File: src/sv/mtt_pkg.sv
// Shared types and constants for the movetext tokenizer.
`timescale 1ns / 1ps
package mtt_pkg;

  localparam int TokenCap = 15;
  localparam int TokLenW  = 4;
  localparam int DepthW   = 8;

  localparam logic [DepthW-1:0] DepthMax = '1;

  typedef enum logic [2:0] {
    ModeNormal = 3'b001,
    ModeBrace  = 3'b010,
    ModeParen  = 3'b100
  } mode_e;

  typedef enum logic [1:0] {
    KindMove    = 2'd0,
    KindGameEnd = 2'd1,
    KindEnd     = 2'd2
  } kind_e;

  localparam logic [1:0] ResUnknown = 2'd0;
  localparam logic [1:0] ResWhite   = 2'd1;
  localparam logic [1:0] ResBlack   = 2'd2;
  localparam logic [1:0] ResDraw    = 2'd3;

  localparam logic [7:0] ChSpace  = 8'h20;
  localparam logic [7:0] ChDot    = 8'h2e;
  localparam logic [7:0] ChLf     = 8'h0a;
  localparam logic [7:0] ChCr     = 8'h0d;
  localparam logic [7:0] ChTab    = 8'h09;
  localparam logic [7:0] ChLBrace = 8'h7b;
  localparam logic [7:0] ChRBrace = 8'h7d;
  localparam logic [7:0] ChLParen = 8'h28;
  localparam logic [7:0] ChRParen = 8'h29;
  localparam logic [7:0] ChStar   = 8'h2a;
  localparam logic [7:0] ChDollar = 8'h24;
  localparam logic [7:0] ChZero   = 8'h30;
  localparam logic [7:0] ChOne    = 8'h31;
  localparam logic [7:0] ChTwo    = 8'h32;
  localparam logic [7:0] ChNine   = 8'h39;
  localparam logic [7:0] ChDash   = 8'h2d;
  localparam logic [7:0] ChSlash  = 8'h2f;

endpackage

File: src/sv/movetext_tokenizer_unit.sv
// Movetext tokenizer: splits game-record movetext into move characters and result items.
`timescale 1ns / 1ps
// One movetext byte is taken per beat, and a byte that finishes no token is taken every
// cycle while no earlier token is being sent. A delimiter or an end-of-stream beat that
// finishes a token hands the token to an emit register, which sends one result beat per
// cycle through the output register while the receiver takes them; the input stays
// stalled until the last of those beats has moved to the output register, so such a
// byte holds the input while its result items (up to 16) are sent, and longer while
// the receiver holds off. Tokens longer than 15 characters keep their first 15. The
// end-of-stream beat also returns all scanning state to its reset values.
module movetext_tokenizer_unit (
  input  logic        clk_i,
  input  logic        rst_ni,
  input  logic        s_axis_tvalid_i,
  output logic        s_axis_tready_o,
  input  logic [7:0]  s_axis_tdata_i,   // [7:0] text_byte
  input  logic        s_axis_tuser_i,   // [0] end_of_stream
  output logic        m_axis_tvalid_o,
  input  logic        m_axis_tready_i,
  output logic [15:0] m_axis_tdata_o,   // [7:0] move_char, [9:8] game_result, [15:10] zero
  output logic [1:0]  m_axis_tuser_o,   // [1:0] item_kind
  output logic        m_axis_tlast_o    // last_of_run
);
  import mtt_pkg::*;

  mode_e               mode_q, mode_d;
  logic [DepthW-1:0]   depth_q, depth_d, depth_dec;
  logic [TokLenW-1:0]  tok_len_q, tok_len_d;
  logic [7:0]          tok_chars_q [TokenCap];
  logic                tok_wr;

  logic [7:0]          job_chars_q [TokenCap];
  logic [TokLenW-1:0]  job_len_q, job_len_d;
  logic [TokLenW-1:0]  job_pos_q, job_pos_d;
  logic                job_gend_q, job_gend_d;
  logic [1:0]          job_res_q, job_res_d;
  logic                job_eos_q, job_eos_d;
  logic                job_busy, job_load;

  logic                m_valid_q, m_valid_d;
  kind_e               m_kind_q, m_kind_d;
  logic [7:0]          m_char_q, m_char_d;
  logic [1:0]          m_res_q, m_res_d;
  logic                m_last_q, m_last_d;

  logic                in_acc, out_free, emit;
  logic [7:0]          byte_in;
  logic                is_delim, tok_any, is_star, is_white, is_black, is_draw;
  logic                is_result, is_drop;
  logic [1:0]          res_code;

  assign byte_in  = s_axis_tdata_i;
  assign job_busy = job_gend_q || (job_pos_q != job_len_q) || job_eos_q;
  assign s_axis_tready_o = !job_busy;
  assign in_acc   = s_axis_tvalid_i && s_axis_tready_o;
  assign out_free = !m_valid_q || m_axis_tready_i;
  assign emit     = job_busy && out_free;

  assign is_delim = (byte_in == ChSpace) || (byte_in == ChDot) || (byte_in == ChLf) ||
                    (byte_in == ChCr) || (byte_in == ChTab);
  assign depth_dec = (depth_q != '0) ? depth_q - 1'b1 : '0;

  assign tok_any  = (tok_len_q != '0);
  assign is_star  = (tok_len_q == TokLenW'(1)) && (tok_chars_q[0] == ChStar);
  assign is_white = (tok_len_q == TokLenW'(3)) && (tok_chars_q[0] == ChOne) &&
                    (tok_chars_q[1] == ChDash) && (tok_chars_q[2] == ChZero);
  assign is_black = (tok_len_q == TokLenW'(3)) && (tok_chars_q[0] == ChZero) &&
                    (tok_chars_q[1] == ChDash) && (tok_chars_q[2] == ChOne);
  assign is_draw  = (tok_len_q == TokLenW'(7)) && (tok_chars_q[0] == ChOne) &&
                    (tok_chars_q[1] == ChSlash) && (tok_chars_q[2] == ChTwo) &&
                    (tok_chars_q[3] == ChDash) && (tok_chars_q[4] == ChOne) &&
                    (tok_chars_q[5] == ChSlash) && (tok_chars_q[6] == ChTwo);
  assign is_result = is_star || is_white || is_black || is_draw;
  assign is_drop   = ((tok_chars_q[0] >= ChZero) && (tok_chars_q[0] <= ChNine)) ||
                     (tok_chars_q[0] == ChDollar);
  assign res_code  = is_white ? ResWhite : is_black ? ResBlack : is_draw ? ResDraw : ResUnknown;

  always_comb begin
    mode_d    = mode_q;
    depth_d   = depth_q;
    tok_len_d = tok_len_q;
    tok_wr    = 1'b0;
    job_load  = 1'b0;
    if (in_acc) begin
      if (s_axis_tuser_i) begin
        job_load  = 1'b1;
        mode_d    = ModeNormal;
        depth_d   = '0;
        tok_len_d = '0;
      end else begin
        unique case (mode_q)
          ModeBrace: begin
            if (byte_in == ChRBrace) mode_d = ModeNormal;
          end
          ModeParen: begin
            if (byte_in == ChRParen) begin
              depth_d = depth_dec;
              if (depth_dec == '0) mode_d = ModeNormal;
            end else if (byte_in == ChLParen && depth_q != DepthMax) begin
              depth_d = depth_q + 1'b1;
            end
          end
          ModeNormal: begin
            if (!tok_any && byte_in == ChLBrace) begin
              mode_d = ModeBrace;
            end else if (!tok_any && byte_in == ChLParen) begin
              mode_d  = ModeParen;
              depth_d = DepthW'(1);
            end else if (is_delim) begin
              job_load  = 1'b1;
              tok_len_d = '0;
            end else if (tok_len_q < TokLenW'(TokenCap)) begin
              tok_wr    = 1'b1;
              tok_len_d = tok_len_q + 1'b1;
            end
          end
          default: mode_d = ModeNormal;
        endcase
      end
    end
  end

  always_comb begin
    job_len_d  = job_len_q;
    job_pos_d  = job_pos_q;
    job_gend_d = job_gend_q;
    job_res_d  = job_res_q;
    job_eos_d  = job_eos_q;
    m_valid_d  = m_valid_q;
    m_kind_d   = m_kind_q;
    m_char_d   = m_char_q;
    m_res_d    = m_res_q;
    m_last_d   = m_last_q;
    if (out_free) m_valid_d = 1'b0;
    if (job_load) begin
      job_gend_d = tok_any && is_result;
      job_res_d  = res_code;
      job_len_d  = (tok_any && !is_result && !is_drop) ? tok_len_q : '0;
      job_pos_d  = '0;
      job_eos_d  = s_axis_tuser_i;
    end else if (emit) begin
      m_valid_d = 1'b1;
      m_char_d  = '0;
      m_res_d   = ResUnknown;
      if (job_gend_q) begin
        m_kind_d   = KindGameEnd;
        m_res_d    = job_res_q;
        m_last_d   = !job_eos_q;
        job_gend_d = 1'b0;
      end else if (job_pos_q != job_len_q) begin
        m_kind_d  = KindMove;
        m_char_d  = job_chars_q[job_pos_q];
        m_last_d  = (job_pos_q + 1'b1 == job_len_q) && !job_eos_q;
        job_pos_d = job_pos_q + 1'b1;
      end else begin
        m_kind_d  = KindEnd;
        m_last_d  = 1'b1;
        job_eos_d = 1'b0;
      end
    end
  end

  always_ff @(posedge clk_i or negedge rst_ni) begin
    if (!rst_ni) begin
      mode_q     <= ModeNormal;
      depth_q    <= '0;
      tok_len_q  <= '0;
      job_len_q  <= '0;
      job_pos_q  <= '0;
      job_gend_q <= 1'b0;
      job_eos_q  <= 1'b0;
      m_valid_q  <= 1'b0;
    end else begin
      mode_q     <= mode_d;
      depth_q    <= depth_d;
      tok_len_q  <= tok_len_d;
      job_len_q  <= job_len_d;
      job_pos_q  <= job_pos_d;
      job_gend_q <= job_gend_d;
      job_eos_q  <= job_eos_d;
      m_valid_q  <= m_valid_d;
    end
  end

  always_ff @(posedge clk_i) begin
    if (tok_wr) tok_chars_q[tok_len_q] <= byte_in;
    if (job_load) job_chars_q <= tok_chars_q;
    job_res_q <= job_res_d;
    m_kind_q  <= m_kind_d;
    m_char_q  <= m_char_d;
    m_res_q   <= m_res_d;
    m_last_q  <= m_last_d;
  end

  assign m_axis_tvalid_o = m_valid_q;
  assign m_axis_tdata_o  = {6'b0, m_res_q, m_char_q};
  assign m_axis_tuser_o  = m_kind_q;
  assign m_axis_tlast_o  = m_last_q;

`ifndef SYNTHESIS
  a_end_is_last: assert property (@(posedge clk_i) disable iff (!rst_ni)
    (m_valid_q && m_kind_q == KindEnd) |-> m_last_q)
    else $error("end marker without last mark");

  a_mode_no_token: assert property (@(posedge clk_i) disable iff (!rst_ni)
    (mode_q != ModeNormal) |-> (tok_len_q == '0))
    else $error("token pending inside comment or variation");

  a_paren_depth: assert property (@(posedge clk_i) disable iff (!rst_ni)
    (mode_q == ModeParen) |-> (depth_q != '0))
    else $error("variation mode with zero depth");

  a_eos_resets: assert property (@(posedge clk_i) disable iff (!rst_ni)
    (in_acc && s_axis_tuser_i) |=> (mode_q == ModeNormal && tok_len_q == '0 &&
                                   depth_q == '0 && job_eos_q))
    else $error("end of stream did not restore scan state");

  a_nonmove_char_zero: assert property (@(posedge clk_i) disable iff (!rst_ni)
    (m_valid_q && m_kind_q != KindMove) |-> (m_char_q == '0))
    else $error("character field set on a non-move beat");
`endif

endmodule
File: config.mk
export PLATFORM = sky130hd
export DESIGN_NAME = movetext_tokenizer_unit
export DESIGN_NICKNAME = d
export VERILOG_FILES = /design/src/sv/mtt_pkg.sv /design/src/sv/movetext_tokenizer_unit.sv
export SDC_FILE = /design/constraint.sdc
export NUM_CORES = 1
export LEC_CHECK = 0
export ABC_AREA = 1
export BUFFER_PORTS_ARGS = -buffer_cell sky130_fd_sc_hd__buf_4
export CORE_AREA = 2 2 147 149
export CTS_CLUSTER_SIZE = 14
export DETAILED_ROUTE_END_ITERATION = 12
export DIE_AREA = 0 0 149 151
export PLACE_DENSITY = 0.78
export SLEW_MARGIN = 30
export SYNTH_ARGS = -nofsm -noshare
export SYNTH_HDL_FRONTEND = slang
export SYNTH_SLANG_ARGS = --single-unit
File: constraint.sdc
create_clock -name clk_i -period 5 [get_ports clk_i]
set_clock_uncertainty 0.15 [all_clocks]
set_input_delay 0.5 -clock clk_i [delete_from_list [all_inputs] [get_ports clk_i]]
set_output_delay 0.5 -clock clk_i [all_outputs]
set_load 0.1 [all_outputs]
Word level (Yosys, flattened, before mapping)

Index checks and enable logic that the tools add are counted.

Bits in registers: 281
Input port bits: 13
Word-level logic and storage cells: 214

Add/subtract/negate cells: 4
$lt $le $gt $ge: 6
Equality and inequality tests: 42
Multiplexer cells: 58
Bitwise logic cells: 4
Reductions and logical operators: 57

Operators by type and width:

| kind                  | number |
|---|---|
| $eq A8 B6 Y1 const B  | 17 |
| $bwmux W120           | 1 |
| $mux W8               | 9 |
| $mux W4               | 11 |
| $bmux W8 S4           | 1 |
| $demux W8 S4          | 1 |
| $logic_and A1 B1 Y1   | 25 |
| $eq A8 B4 Y1 const B  | 3 |
| $mux W1               | 24 |
| $mux W3               | 6 |
| $eq A8 B7 Y1 const B  | 2 |
| $pmux W8 S2           | 1 |
| $ne A3 B3 Y1 const B  | 5 |
| $reduce_and A5 Y1     | 3 |
| $logic_or A1 B1 Y1    | 11 |
| $ge A5 B5 Y1 const B  | 2 |
| $not A4 Y5            | 2 |
| $pmux W3 S3           | 1 |
| $add A4 B1 Y4 const B | 2 |
| $add A8 B1 Y8 const B | 1 |
| $ge A8 B6 Y1 const B  | 1 |
| $le A8 B6 Y1 const B  | 1 |
| $logic_not A8 Y1      | 1 |
| $ne A4 B4 Y1 const B  | 2 |
| 24 further kinds      | 38 |

Logic depth before layout (Yosys ltp)

Gate-level depths: netlist of run 1.

Depth in word-level cells: 13
Mapped depth: 13
Gate-level depth less buffers: 13

Worst setup path after synthesis of run 1

OpenSTA, ideal clock, no wires.

Kind: reg-to-reg
Start point: register job_pos_q[0]
End point: register job_chars_q[0] (netlist name), enable pin
Setup time: 0.478 ns
Arrival: 3.583 ns
Slack: 0.789 ns
Stages on the path, launching flop included: 9
Buffers on the path: 1
Cells stage by stage: dfrtp_1 > buf_4 > nand2_1 > nand2_4 > nor2_4 > nand4_2 > nor2_4 > nand2_2 > inv_1

Word-level cells in the longest chain between the ends: 6

RTL lines:

| what                             | line                           | text |
|---|---|---|
| from (decl)                      | movetext_tokenizer_unit.sv:34  | `logic [TokLenW-1:0] job_pos_q, job_pos_d;` |
| from (signal assigned)           | movetext_tokenizer_unit.sv:178 | `job_pos_q <= job_pos_d;` |
| $ne A4 B4 Y1                     | movetext_tokenizer_unit.sv:53  | `assign job_busy = job_gend_q \|\| (job_pos_q != job_len_q) \|\| job_eos_q;` |
| $logic_or A1 B1 Y1 (2 in series) | movetext_tokenizer_unit.sv:53  |  |
| $logic_not A1 Y1                 | movetext_tokenizer_unit.sv:54  | `assign s_axis_tready_o = !job_busy;` |
| $logic_and A1 B1 Y1              | movetext_tokenizer_unit.sv:55  | `assign in_acc = s_axis_tvalid_i && s_axis_tready_o;` |
| $mux W1                          | movetext_tokenizer_unit.sv:84  | `if (in_acc) begin` |
| via job_load                     | movetext_tokenizer_unit.sv:38  | `logic job_busy, job_load;` |
| to (signal assigned)             | movetext_tokenizer_unit.sv:187 | `if (job_load) job_chars_q <= tok_chars_q;` |
| to (decl)                        | movetext_tokenizer_unit.sv:32  | `logic [7:0] job_chars_q [TokenCap];` |

The timed path passes the listed nets, and every way through them passes these cells.
A chain may end at the register's enable or synchronous reset.

Worst setup path in the final report of run 1

Start point: register job_pos_q[0]
End point: register job_chars_q[10] (netlist name), enable pin

Same word-level chain as after synthesis.

==> results.cfg, run 1 <==
[yosys]
yosysUniqueCellTypes = 42
synth-seq-area-share = 0.730
netlist_top_cells_count = 255 x edfxtp_1, 154 x nand2_1, 114 x nor2_1
yosysWarningCount = 0
synth_xor_xnor_area_share = 0.0122
yosysMostFrequentCell = edfxtp_1
synthTopCellsByArea = edfxtp_1 67%, dfrtp_1 5.5%, nand2_1 5.1%, nor2_1 3.8%, o21ai_0 3.0%
synthMuxAreaShare = 0.00176
synth_compound_area_frac = 0.0665
synth_area_um2 = 11400
synth-simple-area-share = 0.143
yosys.area_share.adder = 0.00879
synthArstFlopShare = 0.0925
synthFlopType = edfxtp_1
synth_edf_count = 255
yosysTopAreaCell = edfxtp_1
synth_top_area_share = 0.673
synth_top_family_by_area = simple AND/OR/NAND/NOR gates
ys_ff_latch = 281
synth_area_per_cell_um2 = 12.6
syn-instance-count = 904

[route]
drtIter0Drc = 805
ant_nets = 0
routed.top_layer = met4
vias = 6927
first_pass_iters = 5
wl_per_cell_um = 19.4
route.met2.wl_um = 11600
route.detailed.drc = 0
met3WireLength_um = 1840
wl_um = 23900
wl_met1_um = 9760
via_per_inst = 5.60

[place]
dp_hpwl_um = 15700
place_congestion = 0.907
placed_area_um2 = 11800
io_buffers = 27

[grt]
grt_pass1_vias = 6680
grt_max_degree = 69
grt-ovfl-total = 0
antenna_found_initial = 0
grt_pass1_wl_um = 36900
track_usage = 0.219

[critical_path]
end_kind = flop
path_cells = inv_4 -> nand2_2 -> nand2_4 -> nor2_4 -> nand4_2 -> nor2_4 -> nand2_2 -> inv_4 -> buf_4
timing.critical_path.from = job_pos_q[0]$_DFFE_PN0P_
crit_family = buffers and inverters
critPathKind = flop to flop
worst_setup_path_start_kind = flop
worstPathArrival_ps = 3510
r2r-start = job_pos_q[0]$_DFFE_PN0P_
slowest_delay_ps = 690
cp_max_fo = 68
slowest_stage = dfrtp_1
crit_required_ps = 5080
path_buf_inv = 3

[die]
rows = 53
ios = 34
core_area_um2 = 20800
die_x_um = 149
fp.dieH_um = 151
start_util = 0.547
dieArea_um2 = 22500

[pwr]
power_density_nw_per_um2 = 555
leakagePower_nw = 4.62
vdd_drop_max_v = 0.000279

[layout]
utilization = 0.610
fillers = 1566
fin_area_um2 = 12700
drive_gt1_frac = 0.116
area_growth_pct = 11.6
final_net_count = 962
antenna_cells = 0

[clock_network]
path_clk_slew_ps = 60
cts_resized = 0
clockRootBuffer = clkbuf_16
numCtsBuffers = 27
clock-sinks = 281
worstSkewPairLatency_ps = 550
htreeDepth = 1
clock_path_buffers = 3
cts_tree = done

[sta]
max-slew-margin-rel = 0.381
fmax_mhz = 291
worst_pin_slew_ps = 925
finalCritPeriodShare = 0.687
finalSetupViolations = 0
tns_ps = 0
hold_violations = 0
rsz0062_at_grt = false
final.min_clock_period_ps = 3440
maxSlewViolCount = 0

[flow_run]
cap_violations = 0

[outcome]
status = completed

[hold_path]
hp-class = input pin to flop
min-delay-start = s_axis_tuser_i
-- through the flow --
stage / instances / power, W / worst slack [ps] / hold WS [ps]
floorplan: 909 / 0.00458 / 789 / 54.4
global placement: 1185 / 0.00507 / 1730 / 250
detailed placement: 1185 / 0.00512 / 1600 / 255
CTS: 1236 / 0.00706 / 1610 / 78.3
global route: 1236 / 0.00737 / 1280 / 112
finish: 1236 / 0.00705 / 1560 / 87.9
-- worst paths after layout --
| kind | endpoint | slack (ps) | depth (start not counted) |
|---|---|---|---|
| setup / recovery | job_chars_q[10]$_DFFE_PP_ | 1560 | 9 |
| hold / removal | job_eos_q$_DFFE_PN0P_ | 90 | 3 |
| setup reg to reg | job_chars_q[10]$_DFFE_PP_ | 1560 | 9 |
| hold reg to reg | job_chars_q[60]$_DFFE_PP_ | 260 | 0 |
| max in group asynchronous | mode_q[0]$_DFFE_PN1P_ | 4120 | 2 |
| min in group asynchronous | m_axis_tvalid_o$_DFF_PN0_ | 270 | 2 |
-- placed cells by master, fill, tap and decap left out, types with 5 or more instances in the layout --
cell type  Yosys  routed
nand2_2        8       8
o211ai_1      17      17
nor2_1       114     114
nand3_1       49      49
clkbuf_1      11       5
nor3_1        11      10
nand2_1      154     154
edfxtp_1     255     255
ha_1           8       8
xor2_1        11      11
o21ai_0       68      68
clkinv_2       0       8
inv_1         59      58
dfrtp_1       25      25
a22oi_1       17      17
nand4_1        9       9
buf_4          9      31
inv_2          7       7
clkbuf_16      0      27
nor2_2         9       9
conb_1         1       6
a21oi_1       15      15
clkinv_1       1       5
-- sequential cells by signal, indices dropped and copies added, names as in the netlist --
| name | cells |
|---|---|
| job_res_q | 2 |
| job_len_q | 4 |
| tok_len_q | 4 |
| job_eos_q | 1 |
| m_axis_tuser_o | 2 |
| mode_q | 3 |
| job_chars_q | 120 |
| m_char_q | 8 |
| tok_chars_q | 120 |
| depth_q | 8 |
| job_pos_q | 4 |
| m_res_q | 2 |
| job_gend_q | 1 |
| m_axis_tlast_o | 1 |
| m_axis_tvalid_o | 1 |
-- what timing repair did --
item | CTS | global route
buffers inserted | 0 | 0
hold buffers | 2 | 0
hold endpoints to repair | 26 | 0
-- where the power goes --
part | total, W | internal, W | switching, W
Combinational | 0.00212 | 0.000541 | 0.00157
Clock | 0.00194 | 0.00110 | 0.000841
Sequential | 0.00300 | 0.00284 | 0.000163
-- final cells by class --
cell class,instances,area [µm²],share of cell area
flip-flops and latches,281,8310,0.654
multi-input cells,529,2670,0.210
clock buffers,32,694,0.0547
inverters,68,260,0.0205
well taps,275,344,0.0271
repair buffers,34,273,0.0215
clock inverters,17,150,0.0118
-- layer usage --
layer / track usage / vias up
li1: - / 3245
met1: 0.302 / 3321
met2: 0.362 / 305
met3: 0.0304 / 56
met4: 0.0762 / 0
met5: 0 / -
-- cell families after synthesis --
family / Yosys count
buf+inv: 99
other cells: 1
simple gates: 369
mux: 2
flops: 281
fa+ha+maj: 8
compound gates: 129
xor+xnor: 15
-- worst min-delay path: stages --
cell	delay, ps
buf_4	120
nand2_1	70
nand2_1	60
Power figures use the tool's default switching activity.
==> run 2: changes to the inputs <==
ABC_AREA = 0   (was 1)
CORE_AREA = 2 2 146 148   (was 2 2 147 149)
DIE_AREA = 0 0 148 150   (was 0 0 149 151)
clock period = 3.55 ns   (was 5 ns; I/O delays follow)
==> results.cfg, run 2 <==
[hold_path]
hold_depth = 3
hp-class = input pin to flop

[yosys]
yosysTopAreaCell = edfxtp_1
synth_area_um2 = 11200
synth-seq-area-share = 0.741
yosysWarningCount = 0
ys_ff_latch = 281
synthArstFlopShare = 0.0925
syn-instance-count = 650
yosysMostFrequentCell = edfxtp_1
synth_top_area_share = 0.683
synthTopCellsByArea = edfxtp_1 68%, dfrtp_1 5.6%, mux4_2 4.8%, mux4_1 1.9%, nand2_1 1.4%
synth_edf_count = 255
yosysUniqueCellTypes = 68
synthFlopType = edfxtp_1
netlist_top_cells_count = 255 x edfxtp_1, 43 x nand2_1, 40 x nor2_1
synth_area_per_cell_um2 = 17.2

[critical_path]
worst_setup_path_start_kind = flop
crit_required_ps = 3570
slowest_stage = nor2_1
worstPathArrival_ps = 2990
end_kind = flop
path_cells = xnor2_2 -> nand4_4 -> nor4b_4 -> nor4bb_1 -> buf_4 -> nand2_1 -> nor2_1
cp.depth = 7
slowest_delay_ps = 540
cp_max_fo = 11
critPathKind = flop to flop
worstRegToRegCells = 7
crit_family = simple AND/OR/NAND/NOR gates
rrSetupSlack_ps = 570
path_buf_inv = 1

[sta]
maxSlewViolCount = 0
finalSetupViolations = 0
hold_violations = 0
rsz0062_at_grt = false
max-slew-margin-rel = 0.530
finalCritPeriodShare = 0.838
holdWs_ps = 46.0
final.min_clock_period_ps = 2980
worst_pin_slew_ps = 702
fmax_mhz = 336

[clock_network]
clockRootBuffer = clkbuf_16
clock_path_buffers = 3
numCtsBuffers = 28
worstSkewPairLatency_ps = 550
htreeDepth = 1
post_cts_buffers = 0
cts_tree = done
clock-sinks = 281
path_clk_slew_ps = 60

[route]
vias = 6000
wl_um = 22500
route.detailed.drc = 0
wl_per_cell_um = 22.5
drtIter0Drc = 702
ant_nets = 0
first_pass_iters = 5
via_per_inst = 6.00

[grt]
grt_pass1_vias = 5926
track_usage = 0.209
grt-ovfl-total = 0
met3_usage = 0.0348
grt_use_met1 = 0.295
grt_pass1_wl_um = 34800
antenna_found_initial = 0
grt-busiest-layer = met2
met2_usage = 0.343
grt_max_degree = 100

[die]
rows = 53
fp.dieH_um = 150
core_area_um2 = 20700
dieArea_um2 = 22200
ios = 34
start_util = 0.542
die_x_um = 148

[pwr]
power_w = 0.00960
vdd_drop_max_v = 0.000349
power_density_nw_per_um2 = 757
leakagePower_nw = 4.27

[layout]
antenna_cells = 0
final_cells = 1000
area_growth_pct = 13.2
reg_top3 = job_chars_q: 120 flops, tok_chars_q: 120 flops
final_common_cell = edfxtp_1
final_net_count = 725
drive_gt1_frac = 0.179
final_cell_mix = 255 x edfxtp_1, 46 x buf_4, 43 x nand2_1, 40 x nor2_1, 28 x clkbuf_16

[place]
io_buffers = 27
place_congestion = 0.898
dp.cells = 948
dp_hpwl_um = 14600

[flow_run]
cap_violations = 0

[outcome]
status = completed
## run 2: tightest hold or removal path, delay by kind of cell
family	cells	cell delay, ps
compound gates	2	180
buf+inv	1	160
## run 2: final timing paths
check                                     startpoint                         to
setup / recovery            job_pos_q[2]$_DFFE_PN0P_  tok_chars_q[82]$_DFFE_PP_
hold / removal                        s_axis_tuser_i   tok_len_q[3]$_DFFE_PN0P_
setup reg to reg            job_pos_q[2]$_DFFE_PN0P_  tok_chars_q[82]$_DFFE_PP_
hold reg to reg            tok_chars_q[51]$_DFFE_PP_  job_chars_q[51]$_DFFE_PP_
max in group asynchronous                     rst_ni      mode_q[0]$_DFFE_PN1P_
min in group asynchronous                     rst_ni  m_axis_tvalid_o$_DFF_PN0_
## run 2: power by group
part	total [W]	switching [W]	leakage, nW	internal [W]
Sequential	0.00415	0.000233	2.63	0.00392
Combinational	0.00257	0.00161	1.20	0.000955
Clock	0.00288	0.00119	0.442	0.00170
## run 2: what timing repair did
| item | in CTS | in global routing |
|---|---|---|
| hold buffers | 1 | 0 |
| hold endpoints to repair | 26 | 0 |
| gates resized for setup | 0 | 0 |
## run 2: cell type report
cell class	instances	area [µm²]
Multi-Input combinational cell	329	2690
Tap cell	275	344
Clock inverter	15	169
Clock buffer	36	741
Sequential cell	281	8310
Inverter	16	60.1
Timing Repair Buffer	48	375
Fill cell	1412	8000
## run 2: metal layers
metal | part of all wire | up-vias
met5 | 0 | -
met4 | 0.024 | 0
met3 | 0.072 | 47
met1 | 0.41 | 3008
li1 | - | 2658
met2 | 0.49 | 287
## run 2: logic make-up (layout without fill, tap and decap cells)
group,Yosys count,after routing,synth area share
buffers and inverters,45,115,0.0217
DFF,281,281,0.741
adders and majority gates,8,8,0.00893
and+or+nand+nor,182,182,0.0885
muxes,48,48,0.0814
xor gates and xnor gates,12,12,0.0141
AOI/OAI and AO/OA,73,73,0.0439
other,1,6,0.000335
## run 2: metrics by stage
stage	area [µm²]	TNS, ps	setup WS (ps)	utilization
floorplan	11200	-222120	-1710	-
CTS	12700	0	577	0.613
finish	12700	0	574	0.613
global placement	11800	0	648	0.569
global route	12700	0	397	0.613
detailed placement	11800	0	579	0.569
